===== src/rtl/core/lfu_pkg.sv =====
// ============================================================================
// LFU cache package
// Types and constants shared by the LFU cache modules.
// ============================================================================
package lfu_pkg;

    // Default number of cache slots.
    localparam int ENTRIES_DEF = 16;

    // Field widths.
    localparam int KEY_W   = 32;
    localparam int VAL_W   = 32;
    localparam int COUNT_W = 32;
    localparam int STAMP_W = 48;
    localparam int CAP_W   = 5;
    localparam int APB_W   = 32;
    localparam int PADDR_W = 3;

    // Register reset values and limits.
    localparam logic [CAP_W-1:0]   CAP_RESET = 5'd16;
    localparam logic [COUNT_W-1:0] COUNT_MAX = '1;

    // Operation codes.
    localparam logic OP_GET = 1'b0;
    localparam logic OP_PUT = 1'b1;

    // Register index (word address bit above the byte lanes).
    localparam logic REG_CAPACITY = 1'b0;

    // Command transaction payload.
    typedef struct packed {
        logic                     opcode;
        logic signed [KEY_W-1:0]  lookup_key;
        logic signed [VAL_W-1:0]  store_value;
    } t_lfu_in;

    // Result transaction payload.
    typedef struct packed {
        logic                     found;
        logic signed [VAL_W-1:0]  read_value;
    } t_lfu_out;

    // One stored cache entry.
    typedef struct packed {
        logic [KEY_W-1:0]   key;
        logic [VAL_W-1:0]   value;
        logic [COUNT_W-1:0] count;
        logic [STAMP_W-1:0] stamp;
    } t_entry;

    localparam int ENTRY_W = $bits(t_entry);
    localparam int RANK_W  = COUNT_W + STAMP_W;

endpackage


===== src/rtl/core/lfu_cache_with_lru_tiebreak_top.sv =====
// ============================================================================
// LFU cache with LRU tie-break, top level
// APB capacity register, entry memory and the scanning sequencer.
// ============================================================================
// A command is taken when start is high while busy is low; busy then stays
// high until the command's single result has been prepared. Each command reads
// every occupied slot once through the one read port of the entry memory, and
// the result appears on o_result with o_done high for exactly one cycle right
// after busy falls. The result must be taken in that cycle; there is no way to
// hold it off. A new command may be started in that same cycle.
// No clearing pass runs after reset; the block accepts commands at once.
module lfu_cache_with_lru_tiebreak_top #(
    parameter int ENTRIES = lfu_pkg::ENTRIES_DEF
) (
    input  logic                        i_clk,
    input  logic                        i_rst_n,
    input  logic                        start,
    output logic                        busy,
    input  lfu_pkg::t_lfu_in            i_cmd,
    output logic                        o_done,
    output lfu_pkg::t_lfu_out           o_result,
    input  logic                        psel,
    input  logic                        penable,
    input  logic                        pwrite,
    input  logic [lfu_pkg::PADDR_W-1:0] paddr,
    input  logic [lfu_pkg::APB_W-1:0]   pwdata,
    output logic [lfu_pkg::APB_W-1:0]   prdata,
    output logic                        pready
);

    localparam int AW = (ENTRIES > 1) ? $clog2(ENTRIES) : 1;

    logic [lfu_pkg::CAP_W-1:0] r_cap;
    logic [lfu_pkg::CAP_W-1:0] cap_eff;
    logic                      cfg_wr;
    logic                      ram_re;
    logic [AW-1:0]             ram_raddr;
    logic                      ram_we;
    logic [AW-1:0]             ram_waddr;
    lfu_pkg::t_entry           ram_wdata;
    lfu_pkg::t_entry           ram_rdata;

    // Configuration write transaction.
    assign cfg_wr = psel && penable && pwrite && pready;

    always_ff @(posedge i_clk) begin
        if (!i_rst_n) begin
            r_cap <= lfu_pkg::CAP_RESET;
        end else if (cfg_wr && (paddr[2] == lfu_pkg::REG_CAPACITY)) begin
            r_cap <= pwdata[lfu_pkg::CAP_W-1:0];
        end
    end

    // Read-back and ready.
    assign prdata = (paddr[2] == lfu_pkg::REG_CAPACITY) ?
                    {{(lfu_pkg::APB_W-lfu_pkg::CAP_W){1'b0}}, r_cap} : '0;
    assign pready = 1'b1;

    // The capacity never exceeds the number of physical slots.
    assign cap_eff = ({{(32-lfu_pkg::CAP_W){1'b0}}, r_cap} > 32'(ENTRIES)) ?
                     lfu_pkg::CAP_W'(ENTRIES) : r_cap;

    lfu_ctrl #(
        .ENTRIES (ENTRIES)
    ) u_ctrl (
        .i_clk       (i_clk),
        .i_rst_n     (i_rst_n),
        .i_start     (start),
        .o_busy      (busy),
        .i_cmd       (i_cmd),
        .i_cap       (cap_eff),
        .o_done      (o_done),
        .o_result    (o_result),
        .o_ram_re    (ram_re),
        .o_ram_raddr (ram_raddr),
        .i_ram_rdata (ram_rdata),
        .o_ram_we    (ram_we),
        .o_ram_waddr (ram_waddr),
        .o_ram_wdata (ram_wdata)
    );

    lfu_ram #(
        .WIDTH (lfu_pkg::ENTRY_W),
        .DEPTH (ENTRIES)
    ) u_ram (
        .i_clk   (i_clk),
        .i_we    (ram_we),
        .i_waddr (ram_waddr),
        .i_wdata (ram_wdata),
        .i_re    (ram_re),
        .i_raddr (ram_raddr),
        .o_rdata (ram_rdata)
    );

endmodule


===== src/rtl/core/lfu_ram.sv =====
// ============================================================================
// LFU generic RAM
// Single write port, single read port memory with registered read data.
// ============================================================================
module lfu_ram #(
    parameter int WIDTH = lfu_pkg::ENTRY_W,
    parameter int DEPTH = lfu_pkg::ENTRIES_DEF
) (
    input  logic                                      i_clk,
    input  logic                                      i_we,
    input  logic [((DEPTH > 1) ? $clog2(DEPTH) : 1)-1:0] i_waddr,
    input  logic [WIDTH-1:0]                          i_wdata,
    input  logic                                      i_re,
    input  logic [((DEPTH > 1) ? $clog2(DEPTH) : 1)-1:0] i_raddr,
    output logic [WIDTH-1:0]                          o_rdata
);

    logic [WIDTH-1:0] r_mem [DEPTH];
    logic [WIDTH-1:0] r_rdata;

    // Write port.
    always_ff @(posedge i_clk) begin
        if (i_we) begin
            r_mem[i_waddr] <= i_wdata;
        end
    end

    // Registered read port.
    always_ff @(posedge i_clk) begin
        if (i_re) begin
            r_rdata <= r_mem[i_raddr];
        end
    end

    assign o_rdata = r_rdata;

endmodule


===== src/rtl/core/lfu_ctrl.sv =====
// ============================================================================
// LFU cache sequencer
// Scans the valid slots one per cycle through a single compare unit that
// finds the key match and the lowest-count, oldest victim, then writes back a hit or an inserted entry.
// ============================================================================
module lfu_ctrl #(
    parameter int ENTRIES = lfu_pkg::ENTRIES_DEF
) (
    input  logic                                          i_clk,
    input  logic                                          i_rst_n,
    input  logic                                          i_start,
    output logic                                          o_busy,
    input  lfu_pkg::t_lfu_in                              i_cmd,
    input  logic [lfu_pkg::CAP_W-1:0]                     i_cap,
    output logic                                          o_done,
    output lfu_pkg::t_lfu_out                             o_result,
    output logic                                          o_ram_re,
    output logic [((ENTRIES > 1) ? $clog2(ENTRIES) : 1)-1:0] o_ram_raddr,
    input  lfu_pkg::t_entry                               i_ram_rdata,
    output logic                                          o_ram_we,
    output logic [((ENTRIES > 1) ? $clog2(ENTRIES) : 1)-1:0] o_ram_waddr,
    output lfu_pkg::t_entry                               o_ram_wdata
);

    localparam int AW = (ENTRIES > 1) ? $clog2(ENTRIES) : 1;

    typedef enum logic [2:0] {
        ST_IDLE  = 3'b001,
        ST_SCAN  = 3'b010,
        ST_WRITE = 3'b100
    } t_state;

    t_state                          r_state, n_state;
    lfu_pkg::t_lfu_in                r_cmd;
    logic [lfu_pkg::CAP_W-1:0]       r_occ, n_occ;
    logic [lfu_pkg::STAMP_W-1:0]     r_clock, n_clock;
    logic [lfu_pkg::CAP_W-1:0]       r_cnt;
    logic                            r_dv;
    logic [AW-1:0]                   r_dv_idx;
    logic                            r_hit;
    logic [AW-1:0]                   r_hit_idx;
    lfu_pkg::t_entry                 r_hit_rec;
    logic                            r_have_vic;
    logic [AW-1:0]                   r_vic_idx;
    logic [lfu_pkg::RANK_W-1:0]      r_vic_rank;
    logic                            r_done;
    lfu_pkg::t_lfu_out               r_result;

    logic                            accept;
    logic                            issue;
    logic                            key_match;
    logic [lfu_pkg::RANK_W-1:0]      cur_rank;
    logic                            better;
    logic                            is_put;
    logic                            do_fill;
    logic                            do_evict;
    logic                            wr_en;
    logic [AW-1:0]                   wr_addr;
    lfu_pkg::t_entry                 wr_rec;
    logic [lfu_pkg::COUNT_W-1:0]     inc_count;

    assign accept = (r_state == ST_IDLE) && i_start;
    assign issue  = (r_state == ST_SCAN) && (r_cnt < r_occ);

    // Shared compare unit: key match and victim ranking on the slot just read.
    assign key_match = r_dv && (i_ram_rdata.key == r_cmd.lookup_key);
    assign cur_rank  = {i_ram_rdata.count, i_ram_rdata.stamp};
    assign better    = r_dv && (!r_have_vic || (cur_rank < r_vic_rank));

    // Write-back decision once the scan is complete.
    always_comb begin
        is_put    = (r_cmd.opcode == lfu_pkg::OP_PUT);
        do_fill   = is_put && !r_hit && (i_cap != '0) && (r_occ < i_cap);
        do_evict  = is_put && !r_hit && (i_cap != '0) && !(r_occ < i_cap);
        inc_count = (r_hit_rec.count == lfu_pkg::COUNT_MAX) ?
                    lfu_pkg::COUNT_MAX : r_hit_rec.count + 1'b1;
        wr_en     = (r_state == ST_WRITE) && (r_hit || do_fill || do_evict);
        wr_addr   = r_vic_idx;
        wr_rec    = r_hit_rec;
        if (r_hit) begin
            wr_addr       = r_hit_idx;
            wr_rec.count  = inc_count;
            wr_rec.stamp  = r_clock;
            if (is_put) begin
                wr_rec.value = r_cmd.store_value;
            end
        end else begin
            if (do_fill) begin
                wr_addr = AW'(r_occ);
            end
            wr_rec.key   = r_cmd.lookup_key;
            wr_rec.value = r_cmd.store_value;
            wr_rec.count = {{(lfu_pkg::COUNT_W-1){1'b0}}, 1'b1};
            wr_rec.stamp = r_clock;
        end
        n_occ   = do_fill && wr_en ? r_occ + 1'b1 : r_occ;
        n_clock = wr_en ? r_clock + 1'b1 : r_clock;
    end

    // Next-state logic.
    always_comb begin
        n_state = r_state;
        unique case (r_state)
            ST_IDLE: begin
                if (i_start) begin
                    n_state = ST_SCAN;
                end
            end
            ST_SCAN: begin
                if (!issue) begin
                    n_state = ST_WRITE;
                end
            end
            ST_WRITE: begin
                n_state = ST_IDLE;
            end
            default: begin
                n_state = ST_IDLE;
            end
        endcase
    end

    // Control registers.
    always_ff @(posedge i_clk) begin
        if (!i_rst_n) begin
            r_state    <= ST_IDLE;
            r_occ      <= '0;
            r_clock    <= '0;
            r_cnt      <= '0;
            r_dv       <= 1'b0;
            r_hit      <= 1'b0;
            r_have_vic <= 1'b0;
            r_done     <= 1'b0;
        end else begin
            r_state <= n_state;
            r_occ   <= n_occ;
            r_clock <= n_clock;
            r_dv    <= issue;
            r_done  <= (r_state == ST_WRITE);
            if (accept) begin
                r_cnt      <= '0;
                r_hit      <= 1'b0;
                r_have_vic <= 1'b0;
            end else begin
                if (issue) begin
                    r_cnt <= r_cnt + 1'b1;
                end
                if (key_match) begin
                    r_hit <= 1'b1;
                end
                if (better) begin
                    r_have_vic <= 1'b1;
                end
            end
        end
    end

    // Payload registers.
    always_ff @(posedge i_clk) begin
        if (accept) begin
            r_cmd <= i_cmd;
        end
        r_dv_idx <= AW'(r_cnt);
        if (key_match && !r_hit) begin
            r_hit_idx <= r_dv_idx;
            r_hit_rec <= i_ram_rdata;
        end
        if (better) begin
            r_vic_idx  <= r_dv_idx;
            r_vic_rank <= cur_rank;
        end
        if (r_state == ST_WRITE) begin
            r_result.found      <= r_hit;
            r_result.read_value <= (r_hit && !is_put) ? r_hit_rec.value : '0;
        end
    end

    assign o_busy      = (r_state != ST_IDLE);
    assign o_done      = r_done;
    assign o_result    = r_result;
    assign o_ram_re    = issue;
    assign o_ram_raddr = AW'(r_cnt);
    assign o_ram_we    = wr_en;
    assign o_ram_waddr = wr_addr;
    assign o_ram_wdata = wr_rec;

endmodule


===== config.mk =====
export PLATFORM = sky130hd
export DESIGN_NAME = lfu_cache_with_lru_tiebreak_top
export DESIGN_NICKNAME = d
export VERILOG_FILES = /design/src/rtl/core/lfu_pkg.sv /design/src/rtl/core/lfu_cache_with_lru_tiebreak_top.sv /design/src/rtl/core/lfu_ram.sv /design/src/rtl/core/lfu_ctrl.sv
export SDC_FILE = /design/constraint.sdc
export NUM_CORES = 2
export LEC_CHECK = 0
export BUFFER_PORTS_ARGS = -buffer_cell sky130_fd_sc_hd__buf_2
export CAP_MARGIN = 20
export CORE_UTILIZATION = 60
export CTS_BUF_LIST = sky130_fd_sc_hd__clkbuf_8 sky130_fd_sc_hd__clkbuf_16
export CTS_CLUSTER_SIZE = 16
export DETAILED_ROUTE_END_ITERATION = 7
export PLACE_DENSITY = 0.77
export SLEW_MARGIN = 20
export SYNTH_ARGS = -nofsm -noshare
export SYNTH_HDL_FRONTEND = slang
export SYNTH_SLANG_ARGS = --single-unit

===== constraint.sdc =====
create_clock -name i_clk -period 15.9 [get_ports i_clk]
set_input_delay 3.18 -clock i_clk [delete_from_list [all_inputs] [get_ports i_clk]]
set_output_delay 3.18 -clock i_clk [all_outputs]
set_load 0.02 [all_outputs]

# After elaboration in Yosys (flattened, before gate mapping)
# Memory sizes are Yosys's and may differ from the RTL's. A register that Yosys moved wholly into a read port is not among the register bits.
# Index checks and enable logic that the tools add are counted.
# word_totals
register_bits	356
mem_count	1
ram_bits	2304
word_cells	78
# mem_list
name	depth	word_bits	rd	rd_ports_with_merged_regs	wr	line_no	source
u_ram.r_mem	16	144	1	1	1	lfu_ram.sv:18	logic [WIDTH-1:0] r_mem [DEPTH];
# classes
order_cmp	4
bitwise_logic	2
n_addsub	4
mux	13
n_eq_ne	8
reduce_logical	25
# op_table
cell	n
$mux W112	1
$mux W32	3
$lt A80 B80 Y1	1
$add A48 B1 Y48 const B	1
$add A32 B1 Y32 const B	1
$eq A32 B32 Y1	1
$eq A32 B32 Y1 const B	1
$logic_and A1 B1 Y1	15
$add A5 B1 Y5 const B	2
$lt A5 B5 Y1	2
$mux W5	2
$mux W4	2
$mux W3	2
$pmux W3 S2	1
$gt A5 B5 Y1 const B	1
$reduce_bool A5 Y1	1
$logic_not A1 Y1	4
$ne A2 B2 Y1 const B	2
$eq A3 B1 Y1 const B	1
$eq A3 B2 Y1 const B	1
$eq A3 B3 Y1 const B	1
$logic_or A1 B1 Y1	3
$ne A3 B1 Y1 const B	1
$mux W1	2
other kinds (3)	4

# Logic depth before layout (Yosys ltp)
# depth
ltp_word	10
ltp_mapped	10
ltp_nobuf	10

# Hierarchy
# Synthesis repeated with hierarchy kept, for this count alone.
# unflattened
hier_cells	5109
hier_area_um2	107369.2
# by_module_without_submodules
module	instances	area_each_um2	cells_per_inst
lfu_ram	1	90910.9	3795
lfu_ctrl	1	15950.3	1251
lfu_cache_with_lru_tiebreak_top	1	508.0	63

# Least setup slack after synthesis
# OpenSTA, ideal clock, no wires.
# synth_timing
path_kind	register -> register
startpoint	register u_ctrl.r_state[0]
endpoint	memory u_ram.r_mem[12][0] (netlist bit) (enable)
path_buffers	0
path_stages_with_launch	7
setup_ns	0.666
t_arrival_ns	8.490
synth_period_minus_slack_ns	9.156
setup_slack_ns	6.744
cell_sequence	dfxtp_1 -> nor2_1 -> nand2_1 -> inv_1 -> o21ai_1 -> o41ai_1 -> nor2b_1
# synth_between
elab_chain_cells	4
# synth_lines
element	line_no	source
start, declared	lfu_ctrl.sv:33	t_state r_state, n_state;
start signal, assigned	lfu_ctrl.sv:135	r_state <= n_state;
$eq A3 B3 Y1	lfu_ctrl.sv:77	wr_en = (r_state == ST_WRITE) && (r_hit || do_fill || do_evict);
$logic_and A1 B1 Y1	lfu_ctrl.sv:77	
$mux W1	lfu_ram.sv:23	if (i_we) begin
$mux W1 (implied by the code)	lfu_ram.sv:24	r_mem[i_waddr] <= i_wdata;
end, declared	lfu_ram.sv:18	
# No other way between the ends.

# Final worst setup path
# layout_timing
startpoint	input port paddr[2] (netlist bit)
endpoint	output port prdata[0] (netlist bit)
# layout_between
elab_chain_cells	1
# layout_lines
element	line_no	source
start, declared	lfu_cache_with_lru_tiebreak_top.sv:25	input logic [lfu_pkg::PADDR_W-1:0] paddr,
$mux W5	lfu_cache_with_lru_tiebreak_top.sv:55	assign prdata = (paddr[2] == lfu_pkg::REG_CAPACITY) ?
end, declared	lfu_cache_with_lru_tiebreak_top.sv:27	output logic [lfu_pkg::APB_W-1:0] prdata,
# No other way between the ends.

==> metrics.md <==
| Metric | Value |
|---|---|
| Fmax | 147.4 MHz |
| Antenna violations before repair | 5 |
| DR WL/cell | 31.69 um |
| Yosys top cell area share | 0.7679 |
| Ports | 174 |
| Commonest non-fill, non-tap cell in the layout | edfxtp_1 |
| Post-route insts no fill | 7454 |
| Syn avg cell area | 23.16 um^2 |
| Vias in the first global route | 51260 |
| Min-delay src | u_ram.o_rdata[94]$_DFFE_PP_ |
| PD cells | 121.6 nW/um^2 |
| Die H | 423.8 um |
| Multi-input logic area | 22260 um^2 |
| Post-route DRC | 34 |
| Worst slew margin | 0.2140 |
| Status | complete, but fails checks |
| Postcts setup bufs | 0 |
| Placed insts | 6961 |
| Main synth FF type | edfxtp_1 |
| Crit Path Max Fanout | 6 |
| Number of synthesized flops with an enable pin | 2730 |
| WL final | 236200 um |
| Layout area overhead | 11.66% |
| Peak VDD IR | 0.1282 mV |
| First-pass GRT wire length | 345700 um |
| Most frequent cells in the layout | 2730 x edfxtp_1, 720 x mux4_2, 290 x clkbuf_16 |
| Critical Path End Type | output pin |
| Post-DRT Antenna Nets | 0 |
| Clock sinks | 2804 |
| Slowest stage delay, CP | 170 ps |
| Placeable Area | 176500 um^2 |
| R2r setup slk | 10090 ps |
| Async SR Flop Fraction | 0 |
| Crit path cell chain | buf_2 -> nor2b_1 -> buf_2 |
| Grt total ovfl | 0 |
| Post-synth top area cell | edfxtp_1 |
| WP buf/inv | 2 |
| FILL cells | 10350 |
| H-tree levels | 5 |
| Synthesis-stage register bit count | 2804 |
| Post-cts resize count | 0 |
| Most Frequent Cell on Critical Path | buf_2 |
| Netlist Area Pre-Place | 106800 um^2 |
| Violations in the final reports | DRC |
| Clock skew | 58.42 ps |
| Initial DRC Count | 6118 |
| First-pass detailed-route iteration total | 8 |
| # rows | 154 |
| CTS root buf | clkbuf_16 |
| Fin crit period | 6784 ps |
| Hold EP | u_ctrl.r_hit_rec[94]$_DFFE_PP_ |
| Clock buffer depth | 4 |
| Gr usage total | 0.2672 |
| Port buffer count | 116 |
| FF-to-FF End | u_ram.r_mem[13][35]$_DFFE_PP_ |
| Crit path launch type | input pin |
| Post-detail-place hpwl | 108700 um |
| Reg2reg start | r_cap[1]$_SDFFE_PN0P_ |
| RSZ-0062 raised after global routing | false |
| CP top delay family | buffers and inverters |
| DIE AREA | 179600 um^2 |
| Clk_lat worst skew | 940 ps |
| Die width | 423.8 um |
| DR vias | 49630 |
| Post-synthesis cell count | 4609 |
| Routability congestion estimate | 0.7627 |
| Data arrival, critical path | 3600 ps |
| Final Max Slew Viols | 0 |
| Final setup violating endpoints | 0 |
| Num CTS Buffers | 285 |
| Share of layout cells above drive strength 1 | 0.2777 |
| Final hold vios | 0 |
| Sequential area share after synthesis | 0.7818 |
| Yosys warning total | 0 |
| WS Path Type | input pin to output pin |
| Worst hold path depth | 0 |
| Worst path required time | 12720 ps |
| DR vias/cell | 6.659 |
| CTS tree | yes |
| Measured slew at the worst slew-check pin | 1179 ps |
| Worst R2R Path Depth | 8 |
| Initial Util | 0.6048 |
| TNS Setup | 0 ps |
| Area contributors post-synth | edfxtp_1 77%, mux4_2 15%, dfxtp_1 1.4% |
| Final Cycle Share | 0.4267 |
| Clk slew on worst S/H paths | 60 ps |
| Library cells used by synthesis | 59 |
| Crit-path slowest cell | buf_2 |
| Sequential Area | 83480 um^2 |
| Fin nets | 5108 |
| P_leak | 37.38 nW |
| Hold buffers post-CTS | 0 |
| HP Class | register to register |
| Largest net degree at the start of global routing | 157 |
| Max Cap Viol | 0 |
-- metal layers --
layer  share of wire  GRT usage  vias up
met1            0.38     0.3758    26330
met2            0.50     0.4367     2960
met4           0.029    0.08574        2
met5        0.000055          0        -
met3           0.087    0.04201      458
li1                -          -    19880
-- worst max path at each step --
stage                              startpoint                      endpoint  slack, ps  cells after the start
6_report                             paddr[2]                     prdata[0]       9120                      3
5_1_grt                              paddr[2]                     prdata[3]       9060                      3
4_1_cts                              paddr[2]                     prdata[0]       9130                      3
3_5_place_dp                         paddr[2]                     prdata[3]       9140                      3
3_3_place_gp                         paddr[2]                     prdata[2]       9130                      3
2_1_floorplan  u_ctrl.r_state[0]$_SDFFE_PN1P_  u_ram.r_mem[12][0]$_DFFE_PP_       6740                      6
-- layout make-up --
type | instances | area share
clock inverter | 188 | 0.01129
timing repair buffer | 207 | 0.01182
inverter | 97 | 0.003065
sequential | 2804 | 0.7003
multi-input combinational | 1516 | 0.1867
antenna | 1 | 0.00002099
clock buffer | 301 | 0.06215
tap | 2340 | 0.02456
-- sequential cells by signal (all words and copies together), names as in the netlist, 3 cells and up --
name and flops:
u_ram.r_mem 2304, r_cap 5, u_ctrl.r_cnt 5, u_ctrl.r_vic_idx 4, u_ctrl.r_vic_rank 80, u_ctrl.r_dv_idx 4
u_ctrl.r_cmd 64, u_ctrl.r_hit_rec 96, u_ctrl.r_clock 48, u_ctrl.r_occ 5, u_ctrl.o_result 33, u_ram.o_rdata 144
u_ctrl.r_state 3, u_ctrl.r_hit_idx 4
-- cell usage after synthesis, drive strengths merged (38+ instances only) --
master  instances
mux2           64
nand4          38
nand3          38
and2           77
a21oi          60
xnor2          75
buf            88
dfxtp          74
inv            97
ha             91
edfxtp       2730
clkbuf        130
mux4          720
nor2           48
nand2          64
-- metrics by stage --
| stage | utilization | power [mW] | hold slack [ps] | setup WS [ps] | instance area, um^2 |
|---|---|---|---|---|---|
| detailed placement | 0.6253 | 8.320 | 405.7 | 9135 | 110400 |
| finish | 0.6753 | 14.50 | 391.6 | 9116 | 119200 |
| CTS | 0.6749 | 14.57 | 383.5 | 9127 | 119100 |
| global route | 0.6753 | 14.84 | 412.5 | 9056 | 119200 |
| global placement | 0.6251 | 8.314 | 401.9 | 9131 | 110300 |
| floorplan | - | 8.278 | 365.6 | 6744 | 106800 |
-- kinds of logic after synthesis --
logic type / count (synthesis) / synth area share
compound gates: 138 / 0.008251
xor+xnor: 103 / 0.008451
fa+ha+maj: 91 / 0.01067
buf+inv: 315 / 0.01232
flops: 2804 / 0.7818
mux: 797 / 0.1599
other cells: 2 / 0.00007035
simple gates: 359 / 0.01855
-- power by group --
group / internal, mW / total (mW) / switching (mW)
clock network: 3.66 / 6.33 / 2.68
registers: 8.05 / 8.06 / 0.00956
logic: 0.0230 / 0.102 / 0.0793
No activity file was read; power rests on OpenSTA's default activity.
